===== src/sv/sha1_message_digest_macros.svh =====
// assertion macros for the sha1 message digest block
// used by the top level only, needs nothing else

`ifndef SHA1_MESSAGE_DIGEST_MACROS_SVH
`define SHA1_MESSAGE_DIGEST_MACROS_SVH

// same-cycle implication, checked out of reset
`define SHA1_ASSERT_NOW(label, clk, rstn, ante, cons, msg) \
    label: assert property (@(posedge clk) disable iff (!rstn) (ante) |-> (cons)) \
        else $error(msg);

// next-cycle implication, checked out of reset
`define SHA1_ASSERT_NEXT(label, clk, rstn, ante, cons, msg) \
    label: assert property (@(posedge clk) disable iff (!rstn) (ante) |=> (cons)) \
        else $error(msg);

`endif


===== src/sv/sha1_pkg.sv =====
// shared types, constants and round functions for the sha1 digest block
// no dependencies

`timescale 1ns / 1ps

package sha1_pkg;

    localparam int WORD_W      = 32;
    localparam int FILL_W      = 6;
    localparam int COUNT_W     = 61;
    localparam int LEN_W       = 64;
    localparam int HASH_WORDS  = 5;
    localparam int SCHED_WORDS = 16;
    localparam int ROUNDS      = 80;
    localparam int CNT_W       = 7;
    localparam int WNUM_W      = 3;
    localparam int FIFO_DEPTH  = 4;
    localparam int FIFO_PTR_W  = 2;
    localparam int FIFO_CNT_W  = 3;

    // length field starts at byte 56 of the last block (bit 448 of 512)
    localparam logic [FILL_W-1:0] LEN_FILL = 6'd56;
    localparam logic [FILL_W-1:0] LEN_LO_FILL = 6'd60;

    localparam logic [7:0] PAD_BYTE  = 8'h80;
    localparam logic [7:0] ZERO_BYTE = 8'h00;

    localparam logic [CNT_W-1:0] LOAD_LAST  = 7'd15;
    localparam logic [CNT_W-1:0] ROUND_LAST = 7'd79;
    localparam logic [WNUM_W-1:0] WORD_LAST = 3'd4;

    localparam logic [WORD_W-1:0] H_INIT [HASH_WORDS] = '{
        32'h67452301, 32'hEFCDAB89, 32'h98BADCFE, 32'h10325476, 32'hC3D2E1F0
    };

    localparam logic [WORD_W-1:0] K_0 = 32'h5A827999;
    localparam logic [WORD_W-1:0] K_1 = 32'h6ED9EBA1;
    localparam logic [WORD_W-1:0] K_2 = 32'h8F1BBCDC;
    localparam logic [WORD_W-1:0] K_3 = 32'hCA62C1D6;

    typedef struct packed {
        logic [WORD_W-1:0] word;
        logic              final_block;
    } word_item_t;

    function automatic logic [WORD_W-1:0] round_f(
        input logic [CNT_W-1:0]  t,
        input logic [WORD_W-1:0] b,
        input logic [WORD_W-1:0] c,
        input logic [WORD_W-1:0] d
    );
        logic [WORD_W-1:0] r;
        if (t < 7'd20) begin
            r = (b & c) | (~b & d);
        end else if (t < 7'd40) begin
            r = b ^ c ^ d;
        end else if (t < 7'd60) begin
            r = (b & c) | (b & d) | (c & d);
        end else begin
            r = b ^ c ^ d;
        end
        return r;
    endfunction

    function automatic logic [WORD_W-1:0] round_k(input logic [CNT_W-1:0] t);
        logic [WORD_W-1:0] r;
        if (t < 7'd20) begin
            r = K_0;
        end else if (t < 7'd40) begin
            r = K_1;
        end else if (t < 7'd60) begin
            r = K_2;
        end else begin
            r = K_3;
        end
        return r;
    endfunction

endpackage


===== src/sv/sha1_front.sv =====
// front end: packs message bytes into big-endian words, adds padding and length
// depends on sha1_pkg

`timescale 1ns / 1ps

module sha1_front (
    input  logic                clk,
    input  logic                rst_n,
    input  logic                msg_valid,
    output logic                msg_stall,
    input  logic [7:0]          msg_byte,
    input  logic                byte_present,
    input  logic                end_of_message,
    output logic                push_valid,
    output sha1_pkg::word_item_t push_item,
    input  logic                fifo_full
);
    import sha1_pkg::*;

    typedef enum logic [2:0] {
        IDLE,
        PAD_ONE,
        PAD_ZERO,
        LEN_HI,
        LEN_LO
    } front_state_t;

    front_state_t          state_reg, state_next;
    logic [WORD_W-1:0]     word_reg, word_next;
    logic [FILL_W-1:0]     fill_reg, fill_next;
    logic [COUNT_W-1:0]    count_reg, count_next;
    logic [LEN_W-1:0]      bit_len;
    logic                  accept;
    logic                  byte_go;
    logic [7:0]            byte_val;
    logic [FILL_W-1:0]     fill_inc;

    assign msg_stall  = fifo_full || (state_reg != IDLE);
    assign accept     = msg_valid && !msg_stall;
    assign bit_len    = {count_reg, 3'b000};
    assign fill_inc   = fill_reg + 6'd1;

    always_comb
    begin
        state_next = state_reg;
        count_next = count_reg;
        fill_next  = fill_reg;
        word_next  = word_reg;
        byte_go    = 1'b0;
        byte_val   = ZERO_BYTE;
        push_valid = 1'b0;
        push_item  = '{word: word_reg, final_block: 1'b0};

        unique case (state_reg)
            IDLE:
            begin
                if (accept) begin
                    if (byte_present) begin
                        byte_go    = 1'b1;
                        byte_val   = msg_byte;
                        count_next = count_reg + 61'd1;
                    end
                    if (end_of_message) begin
                        state_next = PAD_ONE;
                    end
                end
            end
            PAD_ONE:
            begin
                if (!fifo_full) begin
                    byte_go    = 1'b1;
                    byte_val   = PAD_BYTE;
                    state_next = (fill_inc == LEN_FILL) ? LEN_HI : PAD_ZERO;
                end
            end
            PAD_ZERO:
            begin
                if (!fifo_full) begin
                    byte_go    = 1'b1;
                    byte_val   = ZERO_BYTE;
                    state_next = (fill_inc == LEN_FILL) ? LEN_HI : PAD_ZERO;
                end
            end
            LEN_HI:
            begin
                if (!fifo_full) begin
                    push_valid = 1'b1;
                    push_item  = '{word: bit_len[LEN_W-1:WORD_W], final_block: 1'b0};
                    fill_next  = LEN_LO_FILL;
                    state_next = LEN_LO;
                end
            end
            LEN_LO:
            begin
                if (!fifo_full) begin
                    push_valid = 1'b1;
                    push_item  = '{word: bit_len[WORD_W-1:0], final_block: 1'b1};
                    fill_next  = '0;
                    count_next = '0;
                    state_next = IDLE;
                end
            end
            default:
            begin
                state_next = IDLE;
            end
        endcase

        if (byte_go) begin
            word_next = {word_reg[WORD_W-9:0], byte_val};
            fill_next = fill_inc;
            if (fill_reg[1:0] == 2'b11) begin
                push_valid = 1'b1;
                push_item  = '{word: word_next, final_block: 1'b0};
            end
        end
    end

    always_ff @(posedge clk or negedge rst_n)
    begin
        if (!rst_n) begin
            state_reg <= IDLE;
            fill_reg  <= '0;
            count_reg <= '0;
            word_reg  <= '0;
        end else begin
            state_reg <= state_next;
            fill_reg  <= fill_next;
            count_reg <= count_next;
            word_reg  <= word_next;
        end
    end

endmodule


===== src/sv/sha1_fifo.sv =====
// short word queue between the byte packer and the compression core
// depends on sha1_pkg

`timescale 1ns / 1ps

module sha1_fifo (
    input  logic                 clk,
    input  logic                 rst_n,
    input  logic                 push_valid,
    input  sha1_pkg::word_item_t push_item,
    output logic                 full,
    output logic                 pop_valid,
    output sha1_pkg::word_item_t pop_item,
    input  logic                 pop_stall
);
    import sha1_pkg::*;

    word_item_t              mem_reg [FIFO_DEPTH];
    logic [FIFO_PTR_W-1:0]   wr_ptr_reg, rd_ptr_reg;
    logic [FIFO_CNT_W-1:0]   count_reg;
    logic                    push, pop;

    assign full      = (count_reg == FIFO_CNT_W'(FIFO_DEPTH));
    assign pop_valid = (count_reg != '0);
    assign pop_item  = mem_reg[rd_ptr_reg];
    assign push      = push_valid && !full;
    assign pop       = pop_valid && !pop_stall;

    always_ff @(posedge clk)
    begin
        if (push) begin
            mem_reg[wr_ptr_reg] <= push_item;
        end
    end

    always_ff @(posedge clk or negedge rst_n)
    begin
        if (!rst_n) begin
            wr_ptr_reg <= '0;
            rd_ptr_reg <= '0;
            count_reg  <= '0;
        end else begin
            if (push) begin
                wr_ptr_reg <= wr_ptr_reg + 2'd1;
            end
            if (pop) begin
                rd_ptr_reg <= rd_ptr_reg + 2'd1;
            end
            unique case ({push, pop})
                2'b10:   count_reg <= count_reg + 3'd1;
                2'b01:   count_reg <= count_reg - 3'd1;
                default: count_reg <= count_reg;
            endcase
        end
    end

endmodule


===== src/sv/sha1_core.sv =====
// back end: message schedule, 80-round compression and digest word output
// depends on sha1_pkg

`timescale 1ns / 1ps

module sha1_core (
    input  logic                 clk,
    input  logic                 rst_n,
    input  logic                 word_valid,
    input  sha1_pkg::word_item_t word_item,
    output logic                 word_stall,
    output logic                 digest_valid,
    input  logic                 digest_stall,
    output logic [31:0]          digest_word,
    output logic [2:0]           word_number,
    output logic                 final_word
);
    import sha1_pkg::*;

    typedef enum logic [1:0] {
        LOAD,
        ROUND,
        ADD,
        SEND
    } core_state_t;

    core_state_t       state_reg;
    logic [WORD_W-1:0] win_reg [SCHED_WORDS];
    logic [WORD_W-1:0] wv_reg [HASH_WORDS];
    logic [WORD_W-1:0] h_reg [HASH_WORDS];
    logic [CNT_W-1:0]  cnt_reg;
    logic              final_reg;
    logic              take;
    logic [WORD_W-1:0] w_mix, w_new, tmp;
    logic [WNUM_W-1:0] wnum;

    assign word_stall   = (state_reg != LOAD);
    assign take         = word_valid && !word_stall;
    assign wnum         = cnt_reg[WNUM_W-1:0];
    assign digest_valid = (state_reg == SEND);
    assign digest_word  = h_reg[wnum];
    assign word_number  = wnum;
    assign final_word   = (wnum == WORD_LAST);

    assign w_mix = win_reg[13] ^ win_reg[8] ^ win_reg[2] ^ win_reg[0];
    assign w_new = {w_mix[WORD_W-2:0], w_mix[WORD_W-1]};
    assign tmp   = {wv_reg[0][WORD_W-6:0], wv_reg[0][WORD_W-1:WORD_W-5]}
                 + round_f(cnt_reg, wv_reg[1], wv_reg[2], wv_reg[3])
                 + wv_reg[4] + win_reg[0] + round_k(cnt_reg);

    always_ff @(posedge clk or negedge rst_n)
    begin
        if (!rst_n) begin
            state_reg <= LOAD;
            cnt_reg   <= '0;
            final_reg <= 1'b0;
            for (int i = 0; i < HASH_WORDS; i++) begin
                h_reg[i]  <= H_INIT[i];
                wv_reg[i] <= '0;
            end
            for (int i = 0; i < SCHED_WORDS; i++) begin
                win_reg[i] <= '0;
            end
        end else begin
            unique case (state_reg)
                LOAD:
                begin
                    if (take) begin
                        for (int i = 0; i < SCHED_WORDS - 1; i++) begin
                            win_reg[i] <= win_reg[i+1];
                        end
                        win_reg[SCHED_WORDS-1] <= word_item.word;
                        final_reg <= word_item.final_block;
                        if (cnt_reg == LOAD_LAST) begin
                            cnt_reg <= '0;
                            for (int i = 0; i < HASH_WORDS; i++) begin
                                wv_reg[i] <= h_reg[i];
                            end
                            state_reg <= ROUND;
                        end else begin
                            cnt_reg <= cnt_reg + 7'd1;
                        end
                    end
                end
                ROUND:
                begin
                    for (int i = 0; i < SCHED_WORDS - 1; i++) begin
                        win_reg[i] <= win_reg[i+1];
                    end
                    win_reg[SCHED_WORDS-1] <= w_new;
                    wv_reg[4] <= wv_reg[3];
                    wv_reg[3] <= wv_reg[2];
                    wv_reg[2] <= {wv_reg[1][1:0], wv_reg[1][WORD_W-1:2]};
                    wv_reg[1] <= wv_reg[0];
                    wv_reg[0] <= tmp;
                    if (cnt_reg == ROUND_LAST) begin
                        cnt_reg   <= '0;
                        state_reg <= ADD;
                    end else begin
                        cnt_reg <= cnt_reg + 7'd1;
                    end
                end
                ADD:
                begin
                    for (int i = 0; i < HASH_WORDS; i++) begin
                        h_reg[i] <= h_reg[i] + wv_reg[i];
                    end
                    state_reg <= final_reg ? SEND : LOAD;
                end
                SEND:
                begin
                    if (!digest_stall) begin
                        if (wnum == WORD_LAST) begin
                            cnt_reg <= '0;
                            for (int i = 0; i < HASH_WORDS; i++) begin
                                h_reg[i] <= H_INIT[i];
                            end
                            state_reg <= LOAD;
                        end else begin
                            cnt_reg <= cnt_reg + 7'd1;
                        end
                    end
                end
                default:
                begin
                    state_reg <= LOAD;
                end
            endcase
        end
    end

endmodule


===== src/sv/sha1_message_digest.sv =====
// top level of the sha1 message digest block: packer, word queue, compression core
// depends on sha1_pkg, sha1_front, sha1_fifo, sha1_core and the assertion macros
//
// channel  | valid        | stall        | payload
// ---------+--------------+--------------+--------------------------------------
// message  | msg_valid    | msg_stall    | msg_byte, byte_present, end_of_message
// digest   | digest_valid | digest_stall | digest_word, word_number, final_word
//
// message bytes are taken one per cycle while the 4-word queue has room and the packer is not padding
// each 64-byte block costs 16 loads, 80 rounds and one add in the core, and the queue
// holds only 16 bytes, so message input stalls once the queue fills while the core works
// after the last transfer the packer emits pad bytes and length words, stalling while the
// queue is full, then the core finishes its rounds and add before the five digest transfers
// rst_n clears all control state asynchronously; a stalled digest word holds

`timescale 1ns / 1ps
`include "sha1_message_digest_macros.svh"

module sha1_message_digest (
    input  logic        clk,
    input  logic        rst_n,
    input  logic        msg_valid,
    output logic        msg_stall,
    input  logic [7:0]  msg_byte,
    input  logic        byte_present,
    input  logic        end_of_message,
    output logic        digest_valid,
    input  logic        digest_stall,
    output logic [31:0] digest_word,
    output logic [2:0]  word_number,
    output logic        final_word
);
    import sha1_pkg::*;

    logic       push_valid;
    word_item_t push_item;
    logic       fifo_full;
    logic       pop_valid;
    word_item_t pop_item;
    logic       pop_stall;

    sha1_front u_front (
        .clk            (clk),
        .rst_n          (rst_n),
        .msg_valid      (msg_valid),
        .msg_stall      (msg_stall),
        .msg_byte       (msg_byte),
        .byte_present   (byte_present),
        .end_of_message (end_of_message),
        .push_valid     (push_valid),
        .push_item      (push_item),
        .fifo_full      (fifo_full)
    );

    sha1_fifo u_fifo (
        .clk        (clk),
        .rst_n      (rst_n),
        .push_valid (push_valid),
        .push_item  (push_item),
        .full       (fifo_full),
        .pop_valid  (pop_valid),
        .pop_item   (pop_item),
        .pop_stall  (pop_stall)
    );

    sha1_core u_core (
        .clk          (clk),
        .rst_n        (rst_n),
        .word_valid   (pop_valid),
        .word_item    (pop_item),
        .word_stall   (pop_stall),
        .digest_valid (digest_valid),
        .digest_stall (digest_stall),
        .digest_word  (digest_word),
        .word_number  (word_number),
        .final_word   (final_word)
    );

    `SHA1_ASSERT_NOW(a_word_number_range, clk, rst_n, digest_valid, word_number <= 3'd4, "digest word number out of range")
    `SHA1_ASSERT_NOW(a_final_on_last, clk, rst_n, digest_valid, final_word == (word_number == 3'd4), "final flag not on the fifth word")
    `SHA1_ASSERT_NEXT(a_gap_after_final, clk, rst_n, digest_valid && !digest_stall && final_word, !digest_valid, "digest valid right after final transfer")

endmodule

===== config.mk =====
export PLATFORM = sky130hd
export DESIGN_NAME = sha1_message_digest
export DESIGN_NICKNAME = d
export VERILOG_FILES = /design/src/sv/sha1_pkg.sv /design/src/sv/sha1_front.sv /design/src/sv/sha1_fifo.sv /design/src/sv/sha1_core.sv /design/src/sv/sha1_message_digest.sv
export VERILOG_INCLUDE_DIRS = /design/src /design/src/sv
export SDC_FILE = /design/constraint.sdc
export NUM_CORES = 2
export LEC_CHECK = 0
export ABC_AREA = 1
export BUFFER_PORTS_ARGS = -buffer_cell sky130_fd_sc_hd__buf_2
export CAP_MARGIN = 5
export CELL_PAD_IN_SITES_DETAIL_PLACEMENT = 1
export CELL_PAD_IN_SITES_GLOBAL_PLACEMENT = 2
export CORE_ASPECT_RATIO = 1.5
export CORE_MARGIN = 3
export CORE_UTILIZATION = 41
export DETAILED_ROUTE_END_ITERATION = 12
export HOLD_SLACK_MARGIN = 0.02
export PLACE_DENSITY_LB_ADDON = 0.25
export SYNTH_ARGS = -nofsm -noshare
export SYNTH_HDL_FRONTEND = slang
export SYNTH_HIERARCHICAL = 1
export SYNTH_SLANG_ARGS = --single-unit

===== constraint.sdc =====
create_clock -name clk -period 5.1 [get_ports clk]
set_input_delay 0.765 -clock clk [delete_from_list [all_inputs] [get_ports clk]]
set_output_delay 0.765 -clock clk [all_outputs]
set_load 0.01 [all_outputs]

==> flow_metrics.tcl <==
set metrics [dict create \
    clk_pin_slew_ps 70 \
    final_common_cell "nand2_1" \
    final_util_pct 45.6 \
    setup_viol 0 \
    die_y_um 491 \
    clk_latency_ps 820 \
    post_cts_buffers 0 \
    critPathMaxFanout 20 \
    combPwrFrac_pct 1.3 \
    clkSinkCount 1083 \
    synth_seq_area_share_pct 43.3 \
    via_count 53695 \
    die_area_um2 162000 \
    nets 7820 \
    synth_area_um2 64400 \
    grt_max_degree 169 \
    core_um2 155000 \
    synth_cell_types 63 \
    drive_gt1_share_pct 12.7 \
    synth.area.top_cells "dfrtp_1 (34%), nand2_1 (9.6%), mux2_2 (7.2%)" \
    ys.flop_type "dfrtp_1" \
    rsz0062_at_grt "false" \
    antenna_found_initial 13 \
    drt_iter0_markers 3450 \
    drt-vias-per-instance 5.57 \
    clk_path_buf_depth 3 \
    status "finished clean" \
    fin_skew_ps 71.3 \
    startpoint "u_core/cnt_reg[5]" \
    largest_reg_flops 512 \
    routed_wl_mm 267 \
    r2r_setup_slack_ps 340 \
    setup.worst_path.start_class "flip-flop" \
    drcViolationCount 0 \
    start_util_pct 41.4 \
    critPathCaptureType "flip-flop" \
    synth.largest_area_cell "dfrtp_1" \
    hold_depth 3 \
    cts_root_buf "clkbuf_16" \
    power_leakage_nw 34.1 \
    finalPower_w 0.0180 \
    seqPwrFrac_pct 48.5 \
    ys_ff_latch 1083 \
    hp-class "in -> reg" \
    power_density_nw_per_um2 253 \
    fin_crit_ps 4760 \
    endpoint "u_core/wv_reg[157]" \
    h-tree-depth 3 \
    switching_share_pct 23.1 \
    grt_pass1_wl_mm 388 \
    drtAntennaViolNets 0 \
    tightestPinTransition_ps 1180 \
    async_flop_share_pct 87.8 \
    synth-edff-count 132 \
    gp_congestion 1.05 \
    max-slew-margin-rel_pct 20.7 \
    p_clk_share_pct 50.2 \
    min_period_over_period_pct 93.3 \
    area_growth_syn_to_layout_pct 10.2 \
    top_layer "met5" \
    synth_cells 7460 \
    r2r-start "u_core/cnt_reg[5]" \
    final_cell_mix "nand2_1 (1651), inv_1 (982), dfrtp_1 (870)" \
    crit_arrival_ps 5450 \
    maxCapViolations 0 \
    yosys_warnings 6 \
    wire_per_inst_um 27.7 \
    hold_violations 0 \
    intPower_w 0.0138 \
    met1_length_mm 95.1 \
    numCtsBuffers 112 \
    grt_pass1_vias 57185 \
    vdd_drop_max_uv 282 \
    place_ws_ps 271 \
    reg2reg_to "u_core/wv_reg[157]" \
    die_x_um 330 \
    core.rowCount 177 \
    io_pins 52 \
    hpwlAfterDp_mm 210 \
    grt_use_total_pct 32.9 \
    avgSynthCellArea_um2 8.63 \
    synth_top_area_share_pct 33.9 \
    grt_overflow 0 \
    io_buffers 51 \
    tritoncts "built" \
    dr_wl_met3_mm 9.95 \
    rr_worst_depth 20 \
    switching_power_w 0.00415 \
    setup_tns_ps 0 \
    whs_ps 218 \
    layout_setup_ws_ps 343 \
    drv_slew 0 \
    first_pass_iters 5 \
    met2_length_mm 134 \
    clock.fmax_mhz 210 \
    crit_type "reg -> reg" \
    synth_nets 7803 \
    worstPathRequired_ps 5790 \
]
-- synthesized netlist by cell type (65+ instances only) --
cell,instances
nor3_1,65
fa_1,126
dfstp_2,80
ha_1,203
nand3_1,407
nor2_1,521
xnor2_1,117
inv_1,986
edfxtp_1,132
o211ai_1,209
o22ai_1,65
a21oi_1,359
clkbuf_1,102
mux2_2,412
dfrtp_1,871
o21ai_0,524
nand2_1,1652
-- how the worst min path moves through the flow --
stage / start / slack [ps] / endpoint
6_report: msg_byte[0] / 220 / u_front/word_reg[0]
5_1_grt: msg_byte[0] / 210 / u_front/word_reg[0]
4_1_cts: msg_byte[0] / 170 / u_front/word_reg[0]
3_5_place_dp: u_core/win_reg[461] / 470 / u_core/win_reg[493]
3_3_place_gp: u_core/win_reg[452] / 460 / u_core/win_reg[484]
2_1_floorplan: u_core/win_reg[449] / 450 / u_core/win_reg[481]
-- per-stage QoR --
stage / std cells / area, um^2
detailed placement: 9420 / 66900
CTS: 9633 / 70900
floorplan: 7460 / 64400
finish: 9641 / 70900
global placement: 9420 / 66900
global route: 9634 / 70900
-- worst max-delay path, cell delays in order (launching register included) --
cell	delay, ps
dfrtp_1	500
inv_1	110
nor2_2	190
nand3_2	180
nand2_1	140
inv_2	220
a221oi_1	390
fa_1	500
fa_1	460
inv_1	70
ha_1	160
inv_1	50
fa_1	410
o21ai_1	290
nand4_1	140
nand3_1	330
nand2_1	140
nand3_1	120
nand3_1	90
nand2_1	100
nand2_1	50
-- area by class of cell --
cell class	count	area, um^2
Tap cell	2058	2570
Inverter	1005	3790
Clock inverter	65	872
Clock buffer	147	3120
Sequential cell	1083	27900
Antenna cell	8	20.0
Timing Repair Buffer	178	1410
Fill cell	18349	84500
Multi-Input combinational cell	5097	31300
-- routing by layer --
| layer | vias up | global-route usage (%) |
|---|---|---|
| met5 | - | 0 |
| met4 | 4 | 27.3 |
| met3 | 650 | 3.98 |
| met2 | 1336 | 57.9 |
| met1 | 27016 | 35.0 |
| li1 | 24689 | - |
-- repair_timing --
action                                 4_1_cts  5_1_grt
gates resized for setup                      0        2
hold buffers                                 1        0
setup endpoints to repair                    0        4
endpoints found under the hold margin       20        0
-- power groups by stage --
stage / clock (W) / combinational (W) / sequential [W]
finish: 0.00902 / 0.000236 / 0.00872
global route: 0.00961 / 0.000268 / 0.00872
CTS: 0.00923 / 0.000248 / 0.00872
detailed placement: 0 / 0.000247 / 0.00889
global placement: 0 / 0.000244 / 0.00889
floorplan: 0 / 0.0000222 / 0.00889
-- cells by family (layout without fill, tap and decap cells) --
logic type / after synthesis / count (layout) / share of synthesized area, %
buffers and inverters: 1280 / 1395 / 8.20
xor gates and xnor gates: 163 / 163 / 2.22
other: 0 / 8 / 0
DFF: 1083 / 1083 / 43.3
AOI/OAI and AO/OA: 1365 / 1365 / 12.5
and+or+nand+nor: 2777 / 2777 / 17.8
muxes: 463 / 463 / 8.10
adders and majority gates: 329 / 329 / 7.86
No activity file was read; power rests on OpenSTA's default activity.
